===== src/rtl/rxr_pkg.sv =====
package rxr_pkg;

  typedef enum logic [2:0] {
    ACT_WIRE_PUSH   = 3'd0,
    ACT_STREAM_PUSH = 3'd1,
    ACT_REPLY_BYTE  = 3'd2,
    ACT_POP         = 3'd3,
    ACT_PEEK        = 3'd4,
    ACT_CLEAR       = 3'd5
  } action_t;

  localparam logic [7:0] BREAK_BYTE = 8'h03;

  localparam int unsigned IN_TDATA_W  = 16;
  localparam int unsigned IN_TUSER_W  = 4;
  localparam int unsigned OUT_TDATA_W = 32;

endpackage


===== src/rtl/rxr_ram.sv =====
module rxr_ram #(
  parameter int unsigned WIDTH = 8,
  parameter int unsigned DEPTH = 256
) (
  input  logic                     clk,
  input  logic                     wr_en,
  input  logic [$clog2(DEPTH)-1:0] wr_addr,
  input  logic [WIDTH-1:0]         wr_data,
  input  logic [$clog2(DEPTH)-1:0] rd_addr,
  output logic [WIDTH-1:0]         rd_data
);

  logic [WIDTH-1:0] mem [DEPTH];
  logic [WIDTH-1:0] rd_data_r;

  always_ff @(posedge clk) begin
    if (wr_en) begin
      mem[wr_addr] <= wr_data;
    end
    rd_data_r <= mem[rd_addr];
  end

  assign rd_data = rd_data_r;

endmodule


===== src/rtl/rx_ring_with_held_reply_unit.sv =====
// Receive byte ring with a held terminal reply. Each input beat carries one action: wire push,
// stream push, reply byte, pop, peek or clear; each produces exactly one result beat. The ring
// keeps one slot empty and drops bytes that arrive while it is full; a wire push of 0x03 flags a
// break even when the byte is dropped. Reply bytes collect in a hold buffer, and a pop or peek
// on an empty ring first moves the held bytes into the ring. Both stores are single-port-write
// RAMs with a registered read. A pop or peek that first moves held bytes reads each byte from
// the hold RAM and then writes it into the ring; the pop or peek then reads the ring. A new beat
// is taken only once the previous result is loaded into the result register, and output stalls
// hold the unit while the result register is full.
module rx_ring_with_held_reply_unit #(
  parameter int unsigned RING_DEPTH = 256,
  parameter int unsigned HOLD_DEPTH = 32
) (
  input  logic                              clk,
  input  logic                              rst_n,
  input  logic                              cfg_wr_en,
  input  logic                              cfg_wr_data,   // reply_suppressed
  input  logic                              in_tvalid,
  output logic                              in_tready,
  input  logic [rxr_pkg::IN_TDATA_W-1:0]    in_tdata,      // data_byte, reply_length
  input  logic [rxr_pkg::IN_TUSER_W-1:0]    in_tuser,      // action, reply_first
  output logic                              out_tvalid,
  input  logic                              out_tready,
  output logic [rxr_pkg::OUT_TDATA_W-1:0]   out_tdata      // read_byte, byte_valid,
                                                           // break_seen, free_space,
                                                           // reply_held, reply_dropped, zeros
);

  import rxr_pkg::*;

  localparam int unsigned RING_AW = $clog2(RING_DEPTH);
  localparam int unsigned HOLD_AW = $clog2(HOLD_DEPTH);
  localparam int unsigned HCW     = $clog2(HOLD_DEPTH + 1);
  localparam int unsigned FSW     = (RING_AW + 1 > 8) ? RING_AW + 1 : 8;
  localparam int unsigned HSW     = (HCW > 6) ? HCW : 6;

  typedef enum logic [2:0] {
    S_IDLE,
    S_EXEC,
    S_PRD,
    S_PWR,
    S_RDISSUE,
    S_RDWAIT,
    S_FIN
  } state_t;

  state_t                  state_r, state_nxt;
  action_t                 act_r, act_nxt;
  logic [7:0]              data_r, data_nxt;
  logic                    first_r, first_nxt;
  logic [7:0]              len_r, len_nxt;
  logic                    suppressed_r, suppressed_nxt;
  logic [RING_AW-1:0]      wr_ptr_r, wr_ptr_nxt;
  logic [RING_AW-1:0]      rd_ptr_r, rd_ptr_nxt;
  logic [HCW-1:0]          hold_count_r, hold_count_nxt;
  logic                    accepting_r, accepting_nxt;
  logic [HCW-1:0]          promo_idx_r, promo_idx_nxt;
  logic [7:0]              res_byte_r, res_byte_nxt;
  logic                    res_valid_r, res_valid_nxt;
  logic                    res_brk_r, res_brk_nxt;
  logic                    res_drop_r, res_drop_nxt;
  logic                    out_tvalid_r, out_tvalid_nxt;
  logic [OUT_TDATA_W-1:0]  out_tdata_r, out_tdata_nxt;

  logic                    ring_we;
  logic [7:0]              ring_wdata;
  logic [7:0]              ring_rdata;
  logic                    hold_we;
  logic [7:0]              hold_rdata;

  logic                    out_free;
  logic                    in_take;
  logic                    ring_empty;
  logic                    ring_full;
  logic [RING_AW-1:0]      wr_ptr_inc;
  logic [RING_AW-1:0]      rd_ptr_inc;
  logic [FSW-1:0]          free_ext;
  logic [7:0]              free_space;
  logic [HSW-1:0]          held_ext;
  logic [5:0]              reply_held;
  logic [8:0]              fit_sum;
  logic                    fit_refuse;
  logic [HCW-1:0]          promo_idx_inc;

  function automatic logic [RING_AW-1:0] ring_next(input logic [RING_AW-1:0] ptr);
    ring_next = (ptr == RING_AW'(RING_DEPTH - 1)) ? '0 : ptr + RING_AW'(1);
  endfunction

  rxr_ram #(
    .WIDTH (8),
    .DEPTH (RING_DEPTH)
  ) u_ring_ram (
    .clk     (clk),
    .wr_en   (ring_we),
    .wr_addr (wr_ptr_r),
    .wr_data (ring_wdata),
    .rd_addr (rd_ptr_r),
    .rd_data (ring_rdata)
  );

  rxr_ram #(
    .WIDTH (8),
    .DEPTH (HOLD_DEPTH)
  ) u_hold_ram (
    .clk     (clk),
    .wr_en   (hold_we),
    .wr_addr (hold_count_r[HOLD_AW-1:0]),
    .wr_data (data_r),
    .rd_addr (promo_idx_r[HOLD_AW-1:0]),
    .rd_data (hold_rdata)
  );

  assign wr_ptr_inc    = ring_next(wr_ptr_r);
  assign rd_ptr_inc    = ring_next(rd_ptr_r);
  assign ring_empty    = (wr_ptr_r == rd_ptr_r);
  assign ring_full     = (wr_ptr_inc == rd_ptr_r);
  assign promo_idx_inc = promo_idx_r + HCW'(1);

  always_comb begin
    if (rd_ptr_r > wr_ptr_r) begin
      free_ext = FSW'(rd_ptr_r) - FSW'(wr_ptr_r) - FSW'(1);
    end else begin
      free_ext = FSW'(rd_ptr_r) + FSW'(RING_DEPTH) - FSW'(wr_ptr_r) - FSW'(1);
    end
    free_space = (free_ext > FSW'(255)) ? 8'hFF : free_ext[7:0];
    held_ext   = HSW'(hold_count_r);
    reply_held = (held_ext > HSW'(63)) ? 6'd63 : held_ext[5:0];
  end

  assign fit_sum    = 9'(hold_count_r) + 9'(len_r);
  assign fit_refuse = suppressed_r || (len_r == 8'd0) || (9'(len_r) > 9'(HOLD_DEPTH)) ||
                      (fit_sum > 9'(HOLD_DEPTH));

  assign out_free  = !out_tvalid_r || out_tready;
  assign in_tready = (state_r == S_IDLE) || ((state_r == S_FIN) && out_free);
  assign in_take   = in_tvalid && in_tready;

  always_comb begin
    state_nxt      = state_r;
    act_nxt        = act_r;
    data_nxt       = data_r;
    first_nxt      = first_r;
    len_nxt        = len_r;
    suppressed_nxt = cfg_wr_en ? cfg_wr_data : suppressed_r;
    wr_ptr_nxt     = wr_ptr_r;
    rd_ptr_nxt     = rd_ptr_r;
    hold_count_nxt = hold_count_r;
    accepting_nxt  = accepting_r;
    promo_idx_nxt  = promo_idx_r;
    res_byte_nxt   = res_byte_r;
    res_valid_nxt  = res_valid_r;
    res_brk_nxt    = res_brk_r;
    res_drop_nxt   = res_drop_r;
    out_tvalid_nxt = out_tready ? 1'b0 : out_tvalid_r;
    out_tdata_nxt  = out_tdata_r;
    ring_we        = 1'b0;
    ring_wdata     = data_r;
    hold_we        = 1'b0;

    if (in_take) begin
      act_nxt   = action_t'(in_tuser[2:0]);
      first_nxt = in_tuser[3];
      data_nxt  = in_tdata[7:0];
      len_nxt   = in_tdata[15:8];
    end

    unique case (state_r)
      S_IDLE: begin
        if (in_take) begin
          state_nxt = S_EXEC;
        end
      end
      S_EXEC: begin
        res_byte_nxt  = 8'd0;
        res_valid_nxt = 1'b0;
        res_brk_nxt   = 1'b0;
        res_drop_nxt  = 1'b0;
        state_nxt     = S_FIN;
        case (act_r) inside
          ACT_WIRE_PUSH, ACT_STREAM_PUSH: begin
            res_brk_nxt = (act_r == ACT_WIRE_PUSH) && (data_r == BREAK_BYTE);
            if (!ring_full) begin
              ring_we    = 1'b1;
              wr_ptr_nxt = wr_ptr_inc;
            end
          end
          ACT_REPLY_BYTE: begin
            if (first_r) begin
              if (fit_refuse) begin
                res_drop_nxt  = 1'b1;
                accepting_nxt = 1'b0;
              end else begin
                accepting_nxt  = 1'b1;
                hold_we        = 1'b1;
                hold_count_nxt = hold_count_r + HCW'(1);
              end
            end else if (!accepting_r || (hold_count_r >= HCW'(HOLD_DEPTH))) begin
              res_drop_nxt = 1'b1;
            end else begin
              hold_we        = 1'b1;
              hold_count_nxt = hold_count_r + HCW'(1);
            end
          end
          ACT_POP, ACT_PEEK: begin
            if ((hold_count_r != '0) && ring_empty) begin
              promo_idx_nxt = '0;
              state_nxt     = S_PRD;
            end else if (!ring_empty) begin
              state_nxt = S_RDWAIT;
            end
          end
          ACT_CLEAR: begin
            wr_ptr_nxt     = '0;
            rd_ptr_nxt     = '0;
            hold_count_nxt = '0;
            accepting_nxt  = 1'b0;
          end
          default: begin
          end
        endcase
      end
      S_PRD: begin
        state_nxt = S_PWR;
      end
      S_PWR: begin
        ring_wdata    = hold_rdata;
        promo_idx_nxt = promo_idx_inc;
        if (!ring_full) begin
          ring_we    = 1'b1;
          wr_ptr_nxt = wr_ptr_inc;
        end
        if (promo_idx_inc == hold_count_r) begin
          hold_count_nxt = '0;
          state_nxt      = S_RDISSUE;
        end else begin
          state_nxt = S_PRD;
        end
      end
      S_RDISSUE: begin
        state_nxt = S_RDWAIT;
      end
      S_RDWAIT: begin
        res_byte_nxt  = ring_rdata;
        res_valid_nxt = 1'b1;
        if (act_r == ACT_POP) begin
          rd_ptr_nxt = rd_ptr_inc;
        end
        state_nxt = S_FIN;
      end
      S_FIN: begin
        if (out_free) begin
          out_tvalid_nxt = 1'b1;
          out_tdata_nxt  = {7'd0, res_drop_r, reply_held, free_space,
                            res_brk_r, res_valid_r, res_byte_r};
          state_nxt      = in_tvalid ? S_EXEC : S_IDLE;
        end
      end
      default: begin
        state_nxt = S_IDLE;
      end
    endcase
  end

  always_ff @(posedge clk) begin
    if (!rst_n) begin
      state_r      <= S_IDLE;
      suppressed_r <= 1'b0;
      wr_ptr_r     <= '0;
      rd_ptr_r     <= '0;
      hold_count_r <= '0;
      accepting_r  <= 1'b0;
      out_tvalid_r <= 1'b0;
    end else begin
      state_r      <= state_nxt;
      suppressed_r <= suppressed_nxt;
      wr_ptr_r     <= wr_ptr_nxt;
      rd_ptr_r     <= rd_ptr_nxt;
      hold_count_r <= hold_count_nxt;
      accepting_r  <= accepting_nxt;
      out_tvalid_r <= out_tvalid_nxt;
    end
    act_r       <= act_nxt;
    data_r      <= data_nxt;
    first_r     <= first_nxt;
    len_r       <= len_nxt;
    promo_idx_r <= promo_idx_nxt;
    res_byte_r  <= res_byte_nxt;
    res_valid_r <= res_valid_nxt;
    res_brk_r   <= res_brk_nxt;
    res_drop_r  <= res_drop_nxt;
    out_tdata_r <= out_tdata_nxt;
  end

  assign out_tvalid = out_tvalid_r;
  assign out_tdata  = out_tdata_r;

`ifndef SYNTHESIS
  a_hold_bound: assert property (@(posedge clk) disable iff (!rst_n)
    hold_count_r <= HCW'(HOLD_DEPTH))
    else $error("hold count beyond hold buffer depth");

  a_no_write_full: assert property (@(posedge clk) disable iff (!rst_n)
    ring_we |-> !ring_full)
    else $error("ring written while full");

  a_promo_drained: assert property (@(posedge clk) disable iff (!rst_n)
    state_r == S_RDISSUE |-> hold_count_r == '0 && !ring_empty)
    else $error("promotion left held bytes or an empty ring");

  a_take_executes: assert property (@(posedge clk) disable iff (!rst_n)
    in_tvalid && in_tready |=> state_r == S_EXEC)
    else $error("accepted beat not executed");
`endif

endmodule


===== config.mk =====
export PLATFORM = sky130hd
export DESIGN_NAME = rx_ring_with_held_reply_unit
export DESIGN_NICKNAME = d
export VERILOG_FILES = /design/src/rtl/rxr_pkg.sv /design/src/rtl/rxr_ram.sv /design/src/rtl/rx_ring_with_held_reply_unit.sv
export SDC_FILE = /design/constraint.sdc
export NUM_CORES = 2
export LEC_CHECK = 0
export BUFFER_PORTS_ARGS = -buffer_cell sky130_fd_sc_hd__buf_4
export CAP_MARGIN = 15
export CORE_AREA = 2 2 569 628
export CTS_BUF_LIST = sky130_fd_sc_hd__clkbuf_4
export DETAILED_ROUTE_END_ITERATION = 16
export DIE_AREA = 0 0 571 630
export PLACE_DENSITY_LB_ADDON = 0.25
export SLEW_MARGIN = 10
export SYNTH_ARGS = -nofsm -noshare
export SYNTH_HDL_FRONTEND = slang
export SYNTH_SLANG_ARGS = --single-unit

===== constraint.sdc =====
create_clock -name clk -period 8.1 [get_ports clk]
set_clock_uncertainty 0.2 [all_clocks]
set_input_delay 0.81 -clock clk [delete_from_list [all_inputs] [get_ports clk]]
set_output_delay 0.81 -clock clk [all_outputs]
set_load 0.01 [all_outputs]

==> Yosys cells after proc, flatten, opt, wreduce, memory -nomap -nowiden <==
Memories as Yosys holds them, arrays and structs flattened. A register that Yosys moved wholly into a read port is not among the register bits.
Index checks and enable logic that the tools add are counted.
{ "word_totals": {"ff_bits": 90, "ram_bits": 2304, "in_bits": 26, "output_inout_bits": 34, "memories": 2} }
{ "mem_list": {"columns": ["memory", "words", "width", "read_ports", "rd_clocked_by_memory_dff", "write_ports", "line_no", "rtl"], "rows": [
  ["u_ring_ram.mem", 256, 8, 1, 1, 1, "rxr_ram.sv:13", "logic [WIDTH-1:0] mem [DEPTH];"],
  ["u_hold_ram.mem", 32, 8, 1, 1, 1, "rxr_ram.sv:13", null]
]} }
{ "op_classes": {"n_addsub": 10, "magnitude_cmp": 6, "eq_ne": 36, "mux": 62, "n_bitwise": 2, "n_reduce_logical": 29} }
{ "ops": {"columns": ["cell", "count"], "rows": [
  ["two-way mux 8 bit", 10],
  ["two-way mux 6 bit", 12],
  ["case mux 8 bit (2 select lines)", 3],
  ["!= test 2 bit (second input constant)", 12],
  ["case mux 6 bit (2 select lines)", 2],
  ["two-way mux 1 bit", 23],
  ["two-way mux 3 bit", 7],
  ["case mux 3 bit (7 select lines)", 1],
  ["subtractor 9 x 1 -> 9 bit (second input constant)", 2],
  ["adder 8 x 1 -> 8 bit (second input constant)", 2],
  ["equality test 8 bit", 2],
  ["equality test 8 bit (second input constant)", 2],
  ["equality test 3 bit (second input constant)", 5],
  ["!= test 3 bit (second input constant)", 5],
  ["adder 6 x 1 -> 6 bit (second input constant)", 2],
  ["equality test 3 x 2 -> 1 bit (second input constant)", 4],
  ["AND reduction 5 bit", 2],
  ["adder 6 x 8 -> 9 bit", 1],
  ["adder 8 x 9 -> 9 bit (second input constant)", 1],
  ["> comparator 9 x 6 -> 1 bit (second input constant)", 1],
  ["> comparator 9 x 8 -> 1 bit (second input constant)", 1],
  ["two-way mux 9 bit", 1],
  ["subtractor 8 x 8 -> 9 bit", 1],
  ["subtractor 9 x 8 -> 9 bit", 1],
  ["24 further kinds", 42]
]} }

==> Depth between registers and ports, before layout <==
{ "depth": {"ltp_word": 11, "mapped_depth": 15, "depth_no_buf": 10} }

==> Modules after synthesis <==
From an unflattened synthesis, not the netlist that was laid out.
{ "hier_totals": {"cells_unflattened": 4607, "area_unflattened_um2": 94568.2} }
{ "modules_own_cells": {"columns": ["mod", "n_inst", "cells_per_inst", "area_per_inst_um2", "seq_area_each_um2"], "rows": [
  ["rxr_ram (u_ring_ram)", 1, 3733, 79556.3, 61659.1],
  ["rxr_ram (u_hold_ram)", 1, 417, 10053.4, 7847.5],
  ["rx_ring_with_held_reply_unit", 1, 457, 4958.5, 2422.3]
]} }

==> Worst setup path after synthesis <==
Ideal clock, no wire load.
{ "synth_path": {"path_kind": "register -> register", "startpoint": "reg state_r[0]", "endpoint": "mem u_ring_ram.mem[0][2] (data pin)", "setup_ns": 0.556, "arrival_time_ns": 2.987, "setup_slack_ns": 4.358, "stages_incl_launch_ff": 6, "path_cell_list": "dfxtp_1 buf_2 nor2b_1 nand2_1 clkbuf_1 mux2_2"} }
{ "synth_between": {"elab_chain_cells": 2} }
{ "synth_rtl": {"columns": ["element", "line_no", "rtl"], "rows": [
  ["start: declaration", "rx_ring_with_held_reply_unit.sv:47", "state_t state_r, state_nxt;"],
  ["start signal: assignment", "rx_ring_with_held_reply_unit.sv:274", "state_r <= state_nxt;"],
  ["equality test 3 x 2 -> 1 bit", "rx_ring_with_held_reply_unit.sv:167", "unique case (state_r)"],
  ["two-way mux 8 bit", "rx_ring_with_held_reply_unit.sv:167", null],
  ["named net ring_wdata[2]", "rx_ring_with_held_reply_unit.sv:66", "logic [7:0] ring_wdata;"],
  ["end: declaration", "rxr_ram.sv:13", null]
]} }
The timed path passes the listed nets, and every way through them passes these cells.

==> Worst setup path in the final report <==
{ "layout_path": {"startpoint": "reg wr_ptr_r[0]", "endpoint": "mem u_ring_ram.mem[136][5] (enable)"} }
{ "layout_between": {"elab_chain_cells": 8} }
{ "layout_rtl": {"columns": ["element", "line_no", "rtl"], "rows": [
  ["start: declaration", "rx_ring_with_held_reply_unit.sv:53", "logic [RING_AW-1:0] wr_ptr_r, wr_ptr_nxt;"],
  ["start signal: assignment", "rx_ring_with_held_reply_unit.sv:276", "wr_ptr_r <= wr_ptr_nxt;"],
  ["adder 8 x 1 -> 8 bit / equality test 8 bit (equally long branches)", "rx_ring_with_held_reply_unit.sv:86", "ring_next = (ptr == RING_AW'(RING_DEPTH - 1)) ? '0 : ptr + RING_AW'(1);"],
  ["two-way mux 8 bit", "rx_ring_with_held_reply_unit.sv:86", null],
  ["equality test 8 bit", "rx_ring_with_held_reply_unit.sv:116", "assign ring_full = (wr_ptr_inc == rd_ptr_r);"],
  ["two-way mux 1 bit", "rx_ring_with_held_reply_unit.sv:182, rx_ring_with_held_reply_unit.sv:228", null],
  ["two-way mux 1 bit", "rx_ring_with_held_reply_unit.sv:179", "case (act_r) inside"],
  ["case mux 1 bit (2 select lines)", "rx_ring_with_held_reply_unit.sv:167", null],
  ["two-way mux 1 bit", "rxr_ram.sv:17", "if (wr_en) begin"],
  ["two-way mux 1 bit (not written as such)", "rxr_ram.sv:18", "mem[wr_addr] <= wr_data;"]
]} }
Parallel ways exist; a longest one is shown, timed or not.

==> flow_summary.toml <==
[clocking]
cts_resized = 0
cts_buffers = 609
clk_transition_reported_paths_ns = 0.08
cts_hold_buf = 49
cts_root_buf = "clkbuf_4"
clock_path_buffers = 4
insertion_delay_ns = 1.35
cts_sinks = 2410
post_cts_buffers = 0
cts_tree = "built"
htreeDepth = 6

[floorplan]
design.core.area_sq_um = 353000
die_y_um = 630
die-area_sq_um = 360000
initial_core_util = 0.269
rows = 229
die_w_um = 571
ios = 60

[timing]
period_share = 0.688
slew_headroom = 0.149
fin_setup_tns_ns = 0
finalMaxSlewViolations = 0
fin_hold_ws_ns = 0.131
setup_viol = 0
min_period_ns = 5.58
tightest_slew_ns = 1.27
fmax_ghz = 0.179
fin_ws_ns = 2.52
rsz0062_at_grt = "no"
final_hold_viol_count = 0

[pwr]
finalPower_uw = 26500
power_density_nw_per_um2 = 243
vdd_drop_max_mv = 0.121
power_leakage_uw = 0.0328

[detailed_routing]
drt-total-wl_um = 289000
wl_per_cell_um = 27.6
post-route-drc-count = 0
first_pass_iters = 5
vias = 50719
vias_per_cell = 4.85
ant_nets = 0
first_iter_violations = 5232

[place]
io_buffers = 52
placed_cells = 9364
pre_cts_slack_ns = 2.63
gp_congestion = 0.826
dpl.hpwl_um = 170000

[setup_path]
worst_setup_path_end_kind = "flop"
cp.arrival_ns = 6.24
slowest_stage = "a31oi_4"
crit_required_ns = 8.76
worstSetupPathType = "reg2reg"
critical-path-max-stage-delay_ns = 0.92
cp_common_cell = "nand3_2"
crit_chain = "ha_1, nand3_2, or3_1, xnor2_1, a311oi_2, a31oi_4, nand3_2, nor2_1"
cp_max_fo = 16
worstSetupStartpointType = "flop"

[yosys]
synth.ff_latch_count = 2410
synthArstFlopShare = 0
mappedNetlistArea_sq_um = 95000
yosysUniqueCellTypes = 80
yosys.area_share.simple = 0.0339
synthXorXnorAreaFrac = 0.00317
synth_top_family_by_area = "multiplexers"
muxShareOfSynthArea = 0.147
seq_area_frac_synth = 0.757
syn_area_per_cell_sq_um = 20.0
ys_warn_count = 0
synthFlopType = "edfxtp_1"
synth_compound_area_frac = 0.0369
synth_top_area_frac = 0.748
netlist_instances = 4749
synth_edf_count = 2366
synth_area_leader_cell = "edfxtp_1"
synthAdderAreaFrac = 0.00371
synth_area_leaders = "edfxtp_1, mux4_2, mux2i_1"

[run]
cap_violations = 0

[final_layout]
drive_gt1_frac = 0.291
area_growth_syn_to_layout_pct = 14.9
filler_cell_count = 34264
layout.cells.non_filler = 10456
register_area_sq_um = 71900
fin_nets = 5342
multi_input_area_sq_um = 21700

[grt]
grt_usage = 0.157
grt_pass1_vias = 52746
antenna_found_initial = 21
grt_first_pass_wirelength_um = 405000
grt-ovfl-total = 0
grt_max_degree = 152

[hold_path]
hold_path.class = "reg2reg"

[run_status]
outcome = "finished clean"
[logic make-up after synthesis]
| family | Yosys count |
|---|---|
| mux | 764 |
| compound gates | 494 |
| fa+ha+maj | 27 |
| other cells | 1 |
| simple gates | 708 |
| flops | 2410 |
| buf+inv | 317 |
| xor+xnor | 28 |
[critical path: cells and delay by family (launching register included)]
| family | cells | cell delay [ns] |
|---|---|---|
| simple gates | 4 | 2.60 |
| compound gates | 2 | 1.05 |
| flops | 1 | 0.52 |
| fa+ha+maj | 1 | 0.48 |
| xor+xnor | 1 | 0.21 |
[path summary, 6_finish.rpt]
path	to	from	slack (ns)	depth (start not counted)
max reg2reg	u_ring_ram.mem[136][5]	wr_ptr_r[0]	2.52	8
min	out_tdata[8]	res_valid_r	0.13	0
min reg2reg	out_tdata[8]	res_valid_r	0.13	0
max	u_ring_ram.mem[136][5]	wr_ptr_r[0]	2.52	8
[per-layer routing]
metal | up-vias | share of wire | track usage
met3 | 473 | 0.069 | 0.0299
met5 | - | 0.000045 | 0
met4 | 2 | 0.031 | 0.0541
li1 | 21041 | - | -
met1 | 27044 | 0.42 | 0.208
met2 | 2159 | 0.48 | 0.258
[area by class of cell]
cell class              count  area share
flip-flops and latches   2410       0.659
multi-input cells        2028       0.199
clock buffers             836      0.0575
well taps                4735      0.0543
repair buffers            212      0.0170
clock inverters           195      0.0120
inverters                  28    0.000997
diodes                     12    0.000275
[power breakdown]
group | total (uW) | internal, uW | leakage [uW] | switching (uW)
clock network | 10400 | 5350 | 0.00446 | 5010
registers | 14400 | 14400 | 0.0216 | 69.9
logic | 1720 | 365 | 0.00666 | 1350
total | 26500 | 20100 | 0.0328 | 6440
[cells in the mapped netlist, types with 13 or more instances]
| master | n |
|---|---|
| a221oi_1 | 63 |
| nor4_1 | 16 |
| a211oi_1 | 18 |
| nand4_1 | 16 |
| buf_1 | 26 |
| edfxtp_1 | 2366 |
| o21ai_0 | 72 |
| nand2b_1 | 26 |
| mux2i_1 | 240 |
| mux2_2 | 22 |
| o211ai_1 | 14 |
| a31oi_1 | 13 |
| and3_1 | 13 |
| buf_4 | 49 |
| buf_6 | 33 |
| and2_1 | 20 |
| ha_1 | 25 |
| clkbuf_1 | 110 |
| nor3_1 | 35 |
| nor2b_1 | 18 |
| mux4_2 | 502 |
| a22oi_1 | 79 |
| inv_1 | 27 |
| o31ai_1 | 15 |
| nand3_1 | 45 |
| buf_2 | 69 |
| a221o_1 | 18 |
| nand2_1 | 103 |
| a21oi_1 | 91 |
| dfxtp_1 | 44 |
| xnor2_1 | 15 |
| o22ai_1 | 20 |
| nor2_1 | 366 |
[cell usage in the layout (no fill, tap or decap), types with 18 or more instances in the layout]
master,Yosys,final
nand2_1,103,91
o22ai_1,20,20
buf_4,49,152
a221oi_1,63,63
clkinv_1,0,127
bufinv_16,0,18
a22oi_1,79,79
a221o_1,18,18
nand2b_1,26,25
o21ai_0,72,72
ha_1,25,25
edfxtp_1,2366,2366
nor3_1,35,31
dlygate4sd3_1,0,49
clkinv_2,0,21
nor2_1,366,360
clkbuf_4,0,836
dfxtp_1,44,39
a21oi_1,91,91
mux4_2,502,502
mux2i_1,240,240
and2_1,20,18
inv_1,27,26
nand3_1,45,41
[state kept, by name, indices dropped and copies added (netlist names), 3 cells and up]
signal	cells
u_ring_ram.mem	2048
u_hold_ram.mem	256
out_tdata	25
data_r	8
len_r	8
rd_ptr_r	8
res_byte_r	8
u_hold_ram.rd_data	8
u_ring_ram.rd_data	8
wr_ptr_r	8
held_ext	6
promo_idx_r	6
act_r	3
state_r	3
[per-stage QoR]
stage | cell area, sq um | utilization
detailed placement | 101000 | 0.286
global placement | 101000 | 0.286
CTS | 109000 | 0.309
finish | 109000 | 0.309
global route | 109000 | 0.309
floorplan | 95000 | -
Power figures use the tool's default switching activity.
